File: src/bpc_pkg.sv
// Shared types, register codes and constants for the barometric compensation core.
package bpc_pkg;

	localparam int CFG_IDX_W  = 3;
	localparam int CFG_DATA_W = 48;
	localparam int DIV_W      = 32;

	localparam logic [CFG_IDX_W-1:0] REG_CAL_A  = 3'd0;
	localparam logic [CFG_IDX_W-1:0] REG_CAL_B  = 3'd1;
	localparam logic [CFG_IDX_W-1:0] REG_CURVE  = 3'd2;
	localparam logic [CFG_IDX_W-1:0] REG_TEMP   = 3'd3;
	localparam logic [CFG_IDX_W-1:0] REG_OSS    = 3'd4;

	localparam logic [31:0] B6_OFFSET  = 32'd4000;
	localparam logic [31:0] P_MUL_SQ   = 32'd3038;
	localparam logic [31:0] P_MUL_LIN  = 32'hFFFF_E343; // -7357
	localparam logic [31:0] P_OFFSET   = 32'd3791;
	localparam logic [31:0] B7_SCALE   = 32'd50000;
	localparam logic [31:0] B4_BIAS    = 32'd32768;

	typedef struct packed {
		logic [31:0] ac1;
		logic [31:0] ac2;
		logic [31:0] ac3;
		logic [31:0] ac4;
		logic [31:0] ac5;
		logic [31:0] ac6;
		logic [31:0] b1;
		logic [31:0] b2;
		logic [31:0] mc;
		logic [31:0] md;
		logic [1:0]  oss;
	} bpc_cal_t;

endpackage

File: src/bpc_div.sv
// Pipelined unsigned restoring divider, one quotient bit per stage, with side data.
module bpc_div
	import bpc_pkg::*;
#(
	parameter int W      = DIV_W,
	parameter int SIDE_W = 1
) (
	input  logic              clk,
	input  logic              arst_n,
	input  logic              en,
	input  logic              in_valid,
	input  logic [W-1:0]      num,
	input  logic [W-1:0]      den,
	input  logic [SIDE_W-1:0] side_in,
	output logic              out_valid,
	output logic [W-1:0]      quot,
	output logic [SIDE_W-1:0] side_out
);

	logic [W-1:0]      rem_s  [W];
	logic [W-1:0]      num_s  [W];
	logic [W-1:0]      den_s  [W];
	logic [SIDE_W-1:0] side_s [W];
	logic              vld_s  [W];

	for (genvar k = 0; k < W; k++) begin : g_stage
		logic [W-1:0]      r_in, n_in, d_in;
		logic [SIDE_W-1:0] s_in;
		logic              v_in;
		logic [W:0]        t, diff;

		if (k == 0) begin : g_first
			assign r_in = '0;
			assign n_in = num;
			assign d_in = den;
			assign s_in = side_in;
			assign v_in = in_valid;
		end else begin : g_next
			assign r_in = rem_s[k-1];
			assign n_in = num_s[k-1];
			assign d_in = den_s[k-1];
			assign s_in = side_s[k-1];
			assign v_in = vld_s[k-1];
		end

		assign t    = {r_in, n_in[W-1]};
		assign diff = t - {1'b0, d_in};

		always_ff @(posedge clk or negedge arst_n) begin
			if (!arst_n) begin
				vld_s[k] <= 1'b0;
			end else if (en) begin
				vld_s[k] <= v_in;
			end
		end

		always_ff @(posedge clk) begin
			if (en) begin
				rem_s[k]  <= diff[W] ? t[W-1:0] : diff[W-1:0];
				num_s[k]  <= {n_in[W-2:0], ~diff[W]};
				den_s[k]  <= d_in;
				side_s[k] <= s_in;
			end
		end
	end

	assign out_valid = vld_s[W-1];
	assign quot      = num_s[W-1];
	assign side_out  = side_s[W-1];

endmodule

File: config.mk
export PLATFORM = sky130hd
export DESIGN_NAME = bpc_div
export DESIGN_NICKNAME = d
export VERILOG_FILES = /design/src/bpc_pkg.sv /design/src/bpc_div.sv
export SDC_FILE = /design/constraint.sdc
export NUM_CORES = 2
export LEC_CHECK = 0
export BUFFER_PORTS_ARGS = -buffer_cell sky130_fd_sc_hd__buf_2
export CAP_MARGIN = 25
export CORE_MARGIN = 1.5
export CORE_UTILIZATION = 48
export CTS_BUF_LIST = sky130_fd_sc_hd__clkbuf_16
export DETAILED_ROUTE_END_ITERATION = 8
export PLACE_DENSITY = 0.65
export SLEW_MARGIN = 40
export SYNTH_ARGS = -nofsm -noshare
export SYNTH_HDL_FRONTEND = slang
export SYNTH_SLANG_ARGS = --single-unit
File: constraint.sdc
create_clock -name clk -period 3.7 [get_ports clk]
set_input_delay 0.37 -clock clk [delete_from_list [all_inputs] [get_ports clk]]
set_output_delay 0.37 -clock clk [all_outputs]
set_load 0.005 [all_outputs]
After elaboration in Yosys (flattened, before gate mapping)
Memories as Yosys holds them, arrays and structs flattened.
Cells that the tools add are included.
- memory bits (writable): 3104
- input bits: 69
- bits in latches: 0
- ROM bits: 0
- memories: 4
- flip-flop bits (word level): 32
- word-level logic and storage cells: 134
- bitwise gates (word level): 32
- divide/modulo/power cells: 0
- reductions and logical operators: 0
- $mul: 0
- muxes and demuxes: 34
- add/subtract/negate cells: 32
- shift-type cells: 0
- order comparisons: 0
- equal/unequal tests: 0
- memory list (memory ; words ; width ; rd ports ; clocked after memory_dff ; wr ports ; line ; text):
    den_s ; 32 ; 32 ; 31 ; 0 ; 32 ; bpc_div.sv:22 ; logic [W-1:0] den_s [W];
    num_s ; 32 ; 32 ; 32 ; 0 ; 32 ; bpc_div.sv:21 ; logic [W-1:0] num_s [W];
    rem_s ; 32 ; 32 ; 31 ; 0 ; 32 ; bpc_div.sv:20 ; logic [W-1:0] rem_s [W];
    side_s ; 32 ; 1 ; 32 ; 0 ; 32 ; bpc_div.sv:23 ; logic [SIDE_W-1:0] side_s [W];
- operators by type and width (cell ; number):
    $mux 32 ; 32
    $sub 33x32->33 ; 31
    $sub 1x32->33 ; 1
    $not 1->1 ; 32
    $mux 1 ; 2

Longest topological paths before layout
An unclocked memory read counts as a cell.
- depth after elaboration: 3
- depth in mapped cells: 17
- depth with buffers taken out: 14

Least setup slack after synthesis
OpenSTA, ideal clock, no wires.
- path type: register -> register
- start point: memory den_s[3][0] in the netlist's numbering
- end point: memory rem_s[0][154] in the netlist's numbering (data pin)
- path slack: 0.039 ns
- data required time: 3.440 ns
- period minus slack after synthesis: 3.661 ns
- setup time: 0.260 ns
- stages on the path, launching flop included: 16
- arrival: 3.401 ns
- path buffers: 3
- cells stage by stage: edfxtp_1 ha_1 fa_1 nor2b_1 o21a_1 o21ai_1 a2111oi_0 or4_1 nand4_1 a2111o_1 o211a_1 buf_2 inv_1 buf_4 buf_4 mux2_2
- RTL lines (item ; line):
    start, declared ; bpc_div.sv:22
    end, declared ; bpc_div.sv:20

==> impl_metrics.toml <==
[outcome]
status = "finished, violations left"
violations = "negative setup slack"

[synth]
yosysMostFrequentCell = "edfxtp_1"
ys_seq_elements = 3072
synth-seq-area-share_pct = 58.5
ys_types = 96
synth_compound_area_share_pct = 12.3
synthArstFlopShare_pct = 1.04
synth_flop_cell = "edfxtp_1"
synth_top_family_by_area = "compound AO/OA/AOI/OAI gates"
yosysTopAreaCell = "edfxtp_1"
yosysWarningCount = 0
synth_top_area_share_pct = 58.0
ys_top_cells_by_count = "edfxtp_1 (3,040), inv_1 (1,284), ha_1 (993)"
muxShareOfSynthArea_pct = 5.34
synthesis.area_um2 = 157000
synthSimpleGateAreaFrac_pct = 7.32
synth_fa_ha_area_share_pct = 8.28
avgSynthCellArea_um2 = 12.5
synth_edf_count = 3040
synth.top_cells.by_area = "edfxtp_1 (58%), ha_1 (7.9%), mux2_2 (4.8%)"
syn-instance-count = 12615
synthXorXnorAreaFrac_pct = 4.37

[setup_path]
cp-end-kind = "flop"
crit_path_top_delay_cell = "or4_4"
crit_buf_inv = 5
start_kind = "flop"
cpMostUsedCell = "buf_4"
required_ps = 4380
crit_type = "flop to flop"
worstPathArrival_ps = 4430
path_delay_family = "compound AO/OA/AOI/OAI gates"
cp_max_fo = 7
crit_chain = "inv_1 -> ha_2 -> fa_2 -> nor2b_1 -> o21a_1 -> o21ai_2 -> a2111oi_4 -> buf_4 -> or4_4 -> nand4_1 -> buf_4 -> a211oi_2 -> o211a_1 -> clkinv_4 -> buf_16 -> mux2_2"
cpPeakStageDelay_ps = 540

[sta]
hold_ws_ps = 122
hold_viol = 0
worstMarginPinSlew_ps = 842
rsz0062_at_grt = "yes"
setup_viol = 24
period_share_pct = 102
finClkSkew_ps = 51.4
finalMaxSlewViolations = 0
tns_ps = -589
slew_headroom_pct = 43.9
max_freq_mhz = 266
fin_ws_ps = -58.1
min_period_ps = 3760

[routing]
drc = 0
detail-route-antenna-nets = 0
top_layer_used = "met4"
wl_met3_um = 15000
wire_per_inst_um = 20.4
drt_iter0_markers = 6942
routed-via-count = 103272
routed_wl_um = 380000
dr_wl_met2_um = 190000
first_pass_iters = 6
wl_met1_um = 162000
via_per_inst = 5.55

[die]
core-area_um2 = 327000
die_h_um = 576
die_x_um = 576
initial_utilization_pct = 48.2
die-area_um2 = 331000
io_pins = 103
rows = 210

[flow_run]
cap_violations = 0

[final_layout]
post-route-util_pct = 57.5
finalNetCount = 15067
stdcell_count = 18599
drive_gt1_share_pct = 19.8
syn_to_final_growth_pct = 19.4

[global_routing]
grt_usage_pct = 22.2
grt_max_degree = 117
grt_pass1_vias = 103510
grt_pass1_wl_um = 584000
antenna_found_initial = 3
overflow = 0

[clock_network]
clk_pin_slew_ps = 60
worstSkewPairLatency_ps = 960
cts_htree_levels = 5
cts_sinks = 3072
cts-root-buf = "clkbuf_16"
cts_tree = "done"
cts_buffers = 337
clock_tree.buffer_depth = 4

[placement]
portBuffers = 102
gp_congestion = 0.907
dp_hpwl_um = 271000
dp.cells = 17685

[pwr]
finalPower_mw = 183
vdd_drop_max_uv = 477
leakage_nw = 77.4
p_per_area_nw_per_um2 = 972

[min_path]
hp-class = "input port to flop"
==> flip-flops by register name, indices dropped and copies added, names as in the netlist <==
signal	flops
num_s	1024
rem_s	992
side_s	32
g_stage.v_in	31
out_valid	1
den_s	992
==> cell usage in the layout (no fill, tap or decap), types with 41 or more instances in the layout <==
master and n:
clkinv_2 65, a21oi_2 41, a31oi_1 104, o31ai_1 60
xnor2_1 502, o21ai_0 607, clkinv_1 63, mux2_2 497
mux2_4 181, ha_1 959, o211ai_1 59, xor2_1 268
a21o_1 471, dlygate4sd3_1 69, bufinv_16 44, and2_1 50
a21oi_1 823, inv_1 1322, nor2b_1 139, nor2_1 563
nand3_1 206, o21a_1 144, nand2b_1 123, buf_12 101
buf_4 920, and3_1 91, mux2i_1 71, a211oi_1 65
nor3_1 116, buf_2 101, or3_1 46, nand4_1 116
clkbuf_16 364, edfxtp_1 3040, o21bai_1 92, nand2_1 710
==> area by class of cell <==
cell class / count / area [um2]
multi-input cells: 7987 / 62200
inverters: 1287 / 4860
repair buffers: 1290 / 12100
clock buffers: 342 / 8560
clock inverters: 274 / 2740
fillers: 26432 / 139000
well taps: 4346 / 5440
diodes: 1 / 2.50
flip-flops and latches: 3072 / 92100
==> report_power, final <==
group / internal, mW / switching, mW
registers: 50.7 / 5.75
logic: 46.1 / 46.0
clock network: 20.0 / 14.1
total: 117 / 65.8
==> metrics by stage <==
step,area [um2],setup WS [ps]
after global routing,188000,-247
final,188000,-58.1
after global placement,170000,-648
after floorplan,157000,38.7
after CTS,185000,-152
after detailed placement,170000,-587
==> timing repair <==
action,in CTS,in global routing
endpoints found under the setup margin,842,874
hold buffers,70,0
setup buffers,97,98
hold endpoints to repair,121,0
cloned,36,24
gates resized for setup,365,417
pin swaps,106,164
==> logic make-up (layout without fill, tap and decap cells) <==
family / count (synthesis) / after routing
flip-flops: 3072 / 3072
AO/OA/AOI/OAI: 3025 / 3025
AND/OR/NAND/NOR: 2388 / 2388
buffers and inverters: 1570 / 3193
adder cells (fa/ha/maj): 1023 / 1023
XOR/XNOR: 782 / 782
multiplexers: 754 / 754
other: 1 / 16
==> routing by layer <==
| metal | global-route usage (%) | up-vias |
|---|---|---|
| li1 | - | 49562 |
| met1 | 28.4 | 50620 |
| met2 | 39.1 | 2348 |
| met3 | 2.60 | 742 |
| met4 | 7.38 | 0 |
| met5 | 0 | - |
==> path summary, 6_finish.rpt <==
kind / start / to / slack [ps] / cells after the start
worst max register to register: num_s[0][127] / rem_s[0][140] / -60 / 16
worst min-delay path: num[18] / num_s[0][19] / 120 / 2
worst min register to register: num_s[1][103] / num_s[2][8] / 390 / 0
worst max-delay path: num_s[0][127] / rem_s[0][140] / -60 / 16
max in group asynchronous: arst_n / g_stage[7].v_in / 3010 / 4
min in group asynchronous: arst_n / g_stage[22].v_in / 520 / 4
No activity file was read; power rests on OpenSTA's default activity.
