### src/bpc_pkg.sv
// Shared types, register codes and constants for the barometric compensation core.
package bpc_pkg;

	localparam int CFG_IDX_W  = 3;
	localparam int CFG_DATA_W = 48;
	localparam int DIV_W      = 32;

	localparam logic [CFG_IDX_W-1:0] REG_CAL_A  = 3'd0;
	localparam logic [CFG_IDX_W-1:0] REG_CAL_B  = 3'd1;
	localparam logic [CFG_IDX_W-1:0] REG_CURVE  = 3'd2;
	localparam logic [CFG_IDX_W-1:0] REG_TEMP   = 3'd3;
	localparam logic [CFG_IDX_W-1:0] REG_OSS    = 3'd4;

	localparam logic [31:0] B6_OFFSET  = 32'd4000;
	localparam logic [31:0] P_MUL_SQ   = 32'd3038;
	localparam logic [31:0] P_MUL_LIN  = 32'hFFFF_E343; // -7357
	localparam logic [31:0] P_OFFSET   = 32'd3791;
	localparam logic [31:0] B7_SCALE   = 32'd50000;
	localparam logic [31:0] B4_BIAS    = 32'd32768;

	typedef struct packed {
		logic [31:0] ac1;
		logic [31:0] ac2;
		logic [31:0] ac3;
		logic [31:0] ac4;
		logic [31:0] ac5;
		logic [31:0] ac6;
		logic [31:0] b1;
		logic [31:0] b2;
		logic [31:0] mc;
		logic [31:0] md;
		logic [1:0]  oss;
	} bpc_cal_t;

endpackage

### src/bpc_cfg.sv
// Calibration register file with unpacked coefficients; ac4..ac6 are zero-extended, the rest sign-extended.
module bpc_cfg
	import bpc_pkg::*;
(
	input  logic                  clk,
	input  logic                  arst_n,
	input  logic                  cfg_we,
	input  logic [CFG_IDX_W-1:0]  cfg_index,
	input  logic [CFG_DATA_W-1:0] cfg_data,
	output bpc_cal_t              cal
);

	logic [47:0] cal_a_q;
	logic [47:0] cal_b_q;
	logic [31:0] curve_q;
	logic [31:0] temp_q;
	logic [1:0]  oss_q;

	always_ff @(posedge clk or negedge arst_n) begin
		if (!arst_n) begin
			cal_a_q <= '0;
			cal_b_q <= '0;
			curve_q <= '0;
			temp_q  <= '0;
			oss_q   <= '0;
		end else if (cfg_we) begin
			case (cfg_index)
				REG_CAL_A: cal_a_q <= cfg_data[47:0];
				REG_CAL_B: cal_b_q <= cfg_data[47:0];
				REG_CURVE: curve_q <= cfg_data[31:0];
				REG_TEMP:  temp_q  <= cfg_data[31:0];
				REG_OSS:   oss_q   <= cfg_data[1:0];
				default: ;
			endcase
		end
	end

	always_comb begin
		cal.ac1 = {{16{cal_a_q[47]}}, cal_a_q[47:32]};
		cal.ac2 = {{16{cal_a_q[31]}}, cal_a_q[31:16]};
		cal.ac3 = {{16{cal_a_q[15]}}, cal_a_q[15:0]};
		cal.ac4 = {16'd0, cal_b_q[47:32]};
		cal.ac5 = {16'd0, cal_b_q[31:16]};
		cal.ac6 = {16'd0, cal_b_q[15:0]};
		cal.b1  = {{16{curve_q[31]}}, curve_q[31:16]};
		cal.b2  = {{16{curve_q[15]}}, curve_q[15:0]};
		cal.mc  = {{16{temp_q[31]}}, temp_q[31:16]};
		cal.md  = {{16{temp_q[15]}}, temp_q[15:0]};
		cal.oss = oss_q;
	end

endmodule

### config.mk
export PLATFORM = sky130hd
export DESIGN_NAME = bpc_cfg
export DESIGN_NICKNAME = d
export VERILOG_FILES = /design/src/bpc_pkg.sv /design/src/bpc_cfg.sv
export SDC_FILE = /design/constraint.sdc
export NUM_CORES = 1
export LEC_CHECK = 0
export BUFFER_PORTS_ARGS = -buffer_cell sky130_fd_sc_hd__clkbuf_2
export CORE_AREA = 2 2 144 146
export CTS_BUF_LIST = sky130_fd_sc_hd__clkbuf_2
export CTS_CLUSTER_SIZE = 14
export DETAILED_ROUTE_END_ITERATION = 8
export DIE_AREA = 0 0 146 148
export MAX_ROUTING_LAYER = met4
export PLACE_DENSITY_LB_ADDON = 0.1
export RECOVER_POWER = 100
export SYNTH_ARGS = -nofsm -noshare
export SYNTH_HDL_FRONTEND = slang
export SYNTH_SLANG_ARGS = --single-unit
### constraint.sdc
create_clock -name clk -period 1.05 [get_ports clk]
set_input_delay 0.105 -clock clk [delete_from_list [all_inputs] [get_ports clk]]
set_output_delay 0.105 -clock clk [all_outputs]
set_load 0.01 [all_outputs]
# Yosys cells after proc, flatten, opt, wreduce, memory -nomap -nowiden
# Index checks and enable logic that the tools add are counted.
[totals]
register_bits = 162
inputBits = 54
out_inout_bits = 322
elab_cells = 15
[classes]
n_eq_ne = 4
reduce_logical = 6
[ops]
columns = ["cell", "n"]
rows = [
  ["$reduce_and 2->1", 5],
  ["$eq 3x2->1 const B", 2],
  ["$eq 3x1->1 const B", 1],
  ["$eq 3x3->1 const B", 1],
  ["$logic_not 3->1", 1],
]

# Logic depth before layout (Yosys ltp)
# Gate-level depths: netlist of run 1.
[depth]
ltp_word = 2
depth_mapped = 4
ltp_nobuf = 2

# Worst setup path after synthesis of run 1
# OpenSTA, ideal clock, no wires.
[synth_timing]
path_kind = "input to register"
start = "input port cfg_index[0]"
end = "register cal_a_q[17]"
setup_time_ns = 0.127
t_arrival_ns = 1.082
required_ns = 0.923
path_slack_ns = -0.159
stages = 4
path_buffers = 2
cell_sequence = "nor4b_2 > buf_4 > buf_6 > mux2_1"
[synth_between]
elab_chain_cells = 2
[synth_rtl]
columns = ["item", "line", "source"]
rows = [
  ["start: declaration", "bpc_cfg.sv:8", "input logic [CFG_IDX_W-1:0] cfg_index,"],
  ["$logic_not 3->1", "bpc_cfg.sv:27", "case (cfg_index)"],
  ["$reduce_and 2->1 (no line)", "-", ""],
  ["end signal: assignment", "bpc_cfg.sv:28", "REG_CAL_A: cal_a_q <= cfg_data[47:0];"],
  ["end: declaration", "bpc_cfg.sv:13", "logic [47:0] cal_a_q;"],
]
# No other way between the ends.
# A chain may end at the register's enable or synchronous reset.

# Final worst setup path of run 1
[layout_timing]
start = "register cal_a_q[15]"
end = "output port cal[247] (netlist name)"
[layout_lines]
columns = ["item", "line", "source"]
rows = [
  ["end: declaration", "bpc_cfg.sv:10", "output bpc_cal_t cal"],
]
# No word-level cell between the ends.

==> summary.md, run 1 <==
| Metric | Value |
|---|---|
| Die area | approximately 22,000 sq um |
| Max_cap viols | 0 |
| Slew margin rel. | between 60% and 70% |
| Layout cells sized above 1 | between 60% and 70% |
| Antenna Nets Post-Route | 0 |
| Input/output buffers | 327 |
| Post-Synth Adder-Cell Area | 0% |
| DR vias/cell | between 4 and 5 |
| Total Neg Setup Slack | -126.08 ns |
| Arr. time, crit path | between 1 and 1.5 ns |
| Setup Skew | 0 ns |
| Post-detailed-route wirelength per cell | 16.99 um |
| Met2 usage | between 20% and 30% |
| Clock-pin slew on the worst setup and hold paths | 0.25 ns |
| Sequential share of the synthesized area | about 55% |
| Total grt overflow | 0 |
| Worst-Margin Slew | approximately 0.57 ns |
| Final core area utilization | between 50% and 60% |
| Top cells by area, synth | dfrtp_1 (55%), mux2_2 (18%), buf_4 (17%), mux2_4 (4.1%), mux2_1 (3.4%) |
| Power per cell area | 1883 nW/um^2 |
| Synth Area in Compound Gates | 0% |
| Reg-to-Reg Start | temp_q[31] |
| Post-DP Area | about 8500 sq um |
| Hold Path End | temp_q[2] |
| Startpoint Class | flip-flop |
| Max VDD drop | slightly below 800 uV |
| Drt initial violations | 77 |
| CTS Buffer Depth | 2 |
| Status | complete, but fails checks |
| Crit. End Element | output port |
| Synth unique cells | 12 |
| NumNets Final | between 900 and 1,000 |
| Failing checks | setup timing |
| Vias in the first global route | 4,843 |
| Pre-Repair DR Iteration Count | 4 |
| IO Pins | between 300 and 400 |
| Post-synth top area share | roughly 55% |
| Mapped Cells | roughly 510 |
| M1 GR Usage | between 20% and 30% |
| Mux cell area share after synthesis | 25.87% |
| Main combinational cell family by area after synthesis | multiplexers |
| Final Instance Area | slightly above 10,000 sq um |
| GR Util met3 | under 10% |
| DRC | 0 |
| CTS Sinks | roughly 160 |
| Reg2reg end | temp_q[31] |
| Area growth syn-to-layout | 41.44% |
| Post-synthesis simple-gate area fraction | less than 1% |
| Starting Density | 36.63% |
| Final Hold Viols | 0 |
| Worst hold start | cfg_index[1] |
| Area leader, netlist | dfrtp_1 |
| Final worst-path cycle share | 149.7% |
| Post-Syn Area | about 7300 sq um |
| CTS tree | yes |
| Post-DP HPWL | ~13,000 um |
| Xor/xnor share of the synthesized area | 0% |
| LEAKAGE | roughly 5.2 nW |
| Latest clock arrival within the worst-skew pair | slightly below 0.7 ns |
| Final Max Slew Viols | 0 |
| Largest net degree at the start of global routing | 37 |
| First-pass GRT wire length | between 20,000 and 30,000 um |
| Setup Crit Path Kind | reg -> out |
| Final setup violation count | between 400 and 500 |
| Cell row count | 52 |
| Fill cell count | about 1,800 |
| PnR worst setup slack | -0.5214 ns |
| Dpl ws | -0.3992 ns |
| Critical-path maximum fanout | 5 |
| CTS buffer count | 17 |
| Worst hold path class | in -> reg |
| GP Congestion | between 0.7 and 0.8 |
| DRT Wirelength | slightly below 20,000 um |
| Die W | around 150 um |
| Number of stages on the worst hold path | 4 |
| Total Routing Usage GR | around 17% |
| Htree depth | 4 |
| Root Driver | clkbuf_2 |
| Fmax | approximately 0.64 GHz |
| Worst path required time | between 0.9 and 1 ns |
| Initial antenna violation count | 1 |
| R2r worst-path depth | 3 |
| Die Y | between 100 and 150 um |
| Number of synthesized register bits | approximately 160 |
| Synth Warn # | 0 |
| Avg Inst Size Synth | roughly 14 sq um |
| Min Hold Slack | 0.09550 ns |
| Busiest grt layer | met2 |
| Worst R2R Setup Slack | -0.05 ns |
| RSZ-0062 raised after global routing | yes |
| Via count | approximately 4,900 |
| Min cycle time layout | ~1.6 ns |
| Core area | 20,040 sq um |
[Yosys cell counts]
library cell  instances
nand4b_1              1
buf_2                 8
dfrtp_1             162
conb_1                1
mux2_2              120
nor4b_2               1
and4bb_1              1
nor4bb_1              2
mux2_4               20
mux2_1               22
buf_6                 5
buf_4               164
[layer usage]
metal  wire length [um]  part of all wire, %
met5                  0                    0
met4                179                 0.93
met3               1275                  6.6
met2              10190                   53
met1               7670                   40
[critical path, stage by stage (launching register included)]
cell and delay, ns:
dfrtp_2 0.50, buf_6 0.15, buf_6 0.12
[layout make-up]
cell class / count / area [sq um] / share of cell area [%]
antenna: 2 / 5.005 / 0.04820
clock buffer: 18 / 90.09 / 0.8677
clock inverter: 14 / 106.4 / 1.024
multi-input combinational: 215 / 2205 / 21.23
sequential: 162 / 4058 / 39.08
tap: 270 / 337.8 / 3.254
timing repair buffer: 456 / 3581 / 34.49
[per-stage QoR]
stage | instances | power (mW)
after CTS | 1108 | 18.22
after detailed placement | 998 | 14.61
after floorplan | 554 | 12.72
final | 1137 | 19.55
after global routing | 1137 | 20.72
after global placement | 998 | 14.52
[where the power goes]
group | switching [mW] | internal (mW) | total [mW]
combinational | 3.49 | 4.62 | 8.11
clock | 2.32 | 0.638 | 2.96
sequential | 0.875 | 7.61 | 8.48
[flip-flops by register name, indices dropped and copies added (netlist names)]
signal and flops:
curve_q 32, temp_q 32, cal_b_q 48, cal_a_q 48, oss_q 2
[worst max path at each step]
stage | start | endpoint | cells after the start
6_report | cal_a_q[15] | cal[247] | 2
5_1_grt | cal_a_q[47] | cal[305] | 2
4_1_cts | cal_a_q[47] | cal[305] | 2
3_5_place_dp | cfg_index[0] | cal_a_q[11] | 4
3_3_place_gp | cfg_index[0] | cal_a_q[15] | 4
2_1_floorplan | cfg_index[0] | cal_a_q[17] | 4
[timing repair]
action / 4_1_cts / 5_1_grt
pin swaps: 0 / 1
buffers inserted: 23 / 17
gates cloned: 1 / 9
endpoints found under the hold margin: 324 / 16
endpoints found under the setup margin: 274 / 354
gates resized for setup: 23 / 271
hold buffers: 54 / 4
[cell usage in the layout (no fill, tap or decap), drive strengths merged]
cell and instances:
clkbuf 227, dlygate4sd3 54, clkinv 5, inv 3, mux2 162, dlymetal6s4s 1, clkinvlp 6, nand4b 1
nor4bb 2, dfrtp 162, nor4b 1, diode 2, buf 192, and4bb 1, conb 48
[kinds of logic after synthesis]
kind of cell / count (synthesis)
other: 1
AND/OR/NAND/NOR: 5
flip-flops: 162
buffers and inverters: 177
multiplexers: 162
(Power assumes the default switching activity.)
==> run 2: changes to the inputs <==
--- a/config.mk
+++ b/config.mk
@@ -5,7 +5,7 @@
 export SDC_FILE = /design/constraint.sdc
 export NUM_CORES = 1
 export LEC_CHECK = 0
-export BUFFER_PORTS_ARGS = -buffer_cell sky130_fd_sc_hd__clkbuf_2
+export BUFFER_PORTS_ARGS = -buffer_cell sky130_fd_sc_hd__buf_2
 export CORE_AREA = 2 2 144 146
 export CTS_BUF_LIST = sky130_fd_sc_hd__clkbuf_2
 export CTS_CLUSTER_SIZE = 14
@@ -14,6 +14,7 @@
 export MAX_ROUTING_LAYER = met4
 export PLACE_DENSITY_LB_ADDON = 0.1
 export RECOVER_POWER = 100
+export SETUP_SLACK_MARGIN = 0.1
 export SYNTH_ARGS = -nofsm -noshare
 export SYNTH_HDL_FRONTEND = slang
 export SYNTH_SLANG_ARGS = --single-unit
==> run 2 against run 1 <==
  * The flow finishes with violations (hold timing, setup timing)
  * Clock power up 22%
  * Worst setup slack better by 0.012 ns
  * Die area unchanged
  * Wire length shrank 3.4%
  * Combinational power fell by 12%
  * Non-clock buffer count shrank 4
  * Critical endpoint is now cal[96]
==> summary.md, run 2 (synthesis gave the netlist of run 1 again) <==
| Metric | Value |
|---|---|
| Die Y | 148 um (unchanged) |
| Slowest stage delay, CP | 0.45 ns (-0.05 ns) |
| Crit path buf inv count | 2 (unchanged) |
| Area growth syn-to-layout | 37.40% |
| GP Congestion | 0.7414 (-6.6%) |
| Power per cell area | 1905 nW/um^2 (+1.2%) |
| DRC | 0 (unchanged) |
| Max_cap viols | 0 (unchanged) |
| Startpoint Class | flip-flop |
| Htree depth | 4 (unchanged) |
| Worst hold start | cfg_index[0] |
| Crit path from | curve_q[15] |
| Via count | 4,841 (-1.3%) |
| Cell row count | 52 (unchanged) |
| Final Max Slew Viols | 0 (unchanged) |
| Commonest cells after routing, fill and taps aside | buf_2 (263), dfrtp_1 (157), mux2_2 (99), buf_6 (77), dlygate4sd3_1 (58) |
| Pre-Repair DR Iteration Count | 5 (+1) |
| Area of the multi-input gates | 2145 sq um (-2.7%) |
| Fmax | 0.6413 GHz (+0.77%) |
| Critical-path cell list | buf_8 -> buf_2 |
| Status | complete, but fails checks |
| CTS tree | yes |
| Sequential Area | 4060 sq um (about the same) |
| Top flop regs | cal_a_q: 48 flops, cal_b_q: 48 flops |
| Latest clock arrival within the worst-skew pair | 0.69 ns (about the same) |
| Die W | 146 um (unchanged) |
| CTS buffer count | 17 (unchanged) |
| Worst hold path class | in -> reg |
| Largest net degree at the start of global routing | 39 (+5.4%) |
| Antenna Nets Post-Route | 0 (unchanged) |
| Setup Skew | 0 ns (unchanged) |
| Layout cells sized above 1 | 63.53% (-3.1 points) |
| Clock-pin slew on the worst setup and hold paths | 0.27 ns (+0.02 ns) |
| Slew margin rel. | 45.38% (-17 points) |
| CTS Sinks | 162 (unchanged) |
| Post-DP HPWL | 12,360 um (-5.9%) |
| Starting Density | 36.63% (unchanged) |
| LEAKAGE | 5.080 nW (-2.3%) |
| Min cycle time layout | 1.559 ns (-0.01203 ns) |
| Reg-to-Reg Start | temp_q[15] |
| Crit path max-delay family | flip-flops |
| Max VDD drop | 785.5 uV (+1.4%) |
| Critical-path maximum fanout | 18 (+13) |
| Min Hold Slack | -0.04782 ns (-0.1433 ns) |
| Total Routing Usage GR | 16.83% (-0.35 points) |
| Worst-Margin Slew | 0.8193 ns (+0.2499 ns) |
| Final core area utilization | 50.33% (-1.5 points) |
| DRT Wirelength | 18,660 um (-3.4%) |
| Initial antenna violation count | 1 (unchanged) |
| Worst R2R Setup Slack | -0.02 ns (+0.03 ns) |
| Fill cell count | 1,837 (+1.4%) |
| Final worst-path cycle share | 148.5% (-1.1 points) |
| Crit. End Element | output port |
| Die area | 21,610 sq um (unchanged) |
| Worst path required time | 0.94 ns (about the same) |
| Root Driver | clkbuf_2 |
| CP max stage cell | dfrtp_1 |
| RSZ-0062 raised after global routing | yes |
| CTS Buffer Depth | 2 (unchanged) |
| Arr. time, crit path | 1.45 ns (-0.02 ns) |
| Post-detailed-route wirelength per cell | 16.47 um (-3.0%) |
| Total grt overflow | 0 (unchanged) |
| Drt initial violations | 118 (+53%) |
| PnR worst setup slack | -0.5094 ns (+0.01203 ns) |
| Dpl ws | -0.3900 ns (+0.009262 ns) |
| IO Pins | 376 (unchanged) |
| DR vias/cell | 4.273 (-0.96%) |
| Setup Crit Path Kind | reg -> out |
| Vias in the first global route | 4,834 (-0.19%) |
| Core area | 20,040 sq um (unchanged) |
| NumNets Final | 902 (-0.44%) |
| Post-layout total power | 19.22 mW (-1.7%) |
| Input/output buffers | 327 (unchanged) |
| Leading cell type in the layout, fill and taps excluded | buf_2 |
| First-pass GRT wire length | 27,320 um (-1.6%) |
| Failing checks | hold timing, setup timing |
| Final Hold Viols | 2 (+2) |
| Final setup violation count | 517 (+27%) |
run 2: per-stage QoR:
stage               instance area [sq um]  instances  setup TNS (ns)
global placement                     8542        992          -48.63
global route                        10080       1132         -178.10
CTS                                  9828       1106         -146.47
floorplan                            7650        554          -8.384
finish                              10090       1133         -134.05
detailed placement                   8542        992          -51.28
run 2: final timing paths:
kind,end,depth (start not counted)
min in group asynchronous,cal_a_q[42],3
max in group asynchronous,cal_b_q[27],4
hold reg to reg,cal_a_q[33],1
hold / removal,oss_q[0],4
setup reg to reg,temp_q[15],3
setup / recovery,cal[96],2
run 2: worst reg2reg max path: stages (launching register included):
cell	delay, ns
dfrtp_2	0.48
buf_6	0.14
buf_4	0.12
mux2_2	0.25
run 2: routing by layer:
layer  routed length (um)  global-route usage, %  share of wire, %  vias up
met5                    0                      -                 0        -
met4                  263                  5.146               1.4        0
met3                 1278                  5.216               6.8       22
met2                 9205                  27.74                49      221
met1                 7917                  19.90                42     2403
li1                     -                      -                 -     2195
run 2: layout make-up:
type / count / area share (%)
clock buffers: 18 / 0.8932
clock inverters: 14 / 1.712
multi-input cells: 215 / 21.26
well taps: 270 / 3.349
flip-flops and latches: 162 / 40.26
repair buffers: 452 / 32.48
diodes: 2 / 0.04962
run 2: what timing repair did:
item / 4_1_cts / 5_1_grt
resized for setup: 67 / 33
setup endpoints to repair: 277 / 355
hold buffers: 53 / 7
gates cloned: 0 / 5
pin swaps: 0 / 1
hold endpoints to repair: 324 / 20
buffers inserted: 29 / 18
run 2: report_power, final:
| part | internal [mW] | switching [mW] |
|---|---|---|
| logic | 3.92 | 3.22 |
| registers | 7.61 | 0.866 |
| clock network | 1.18 | 2.41 |
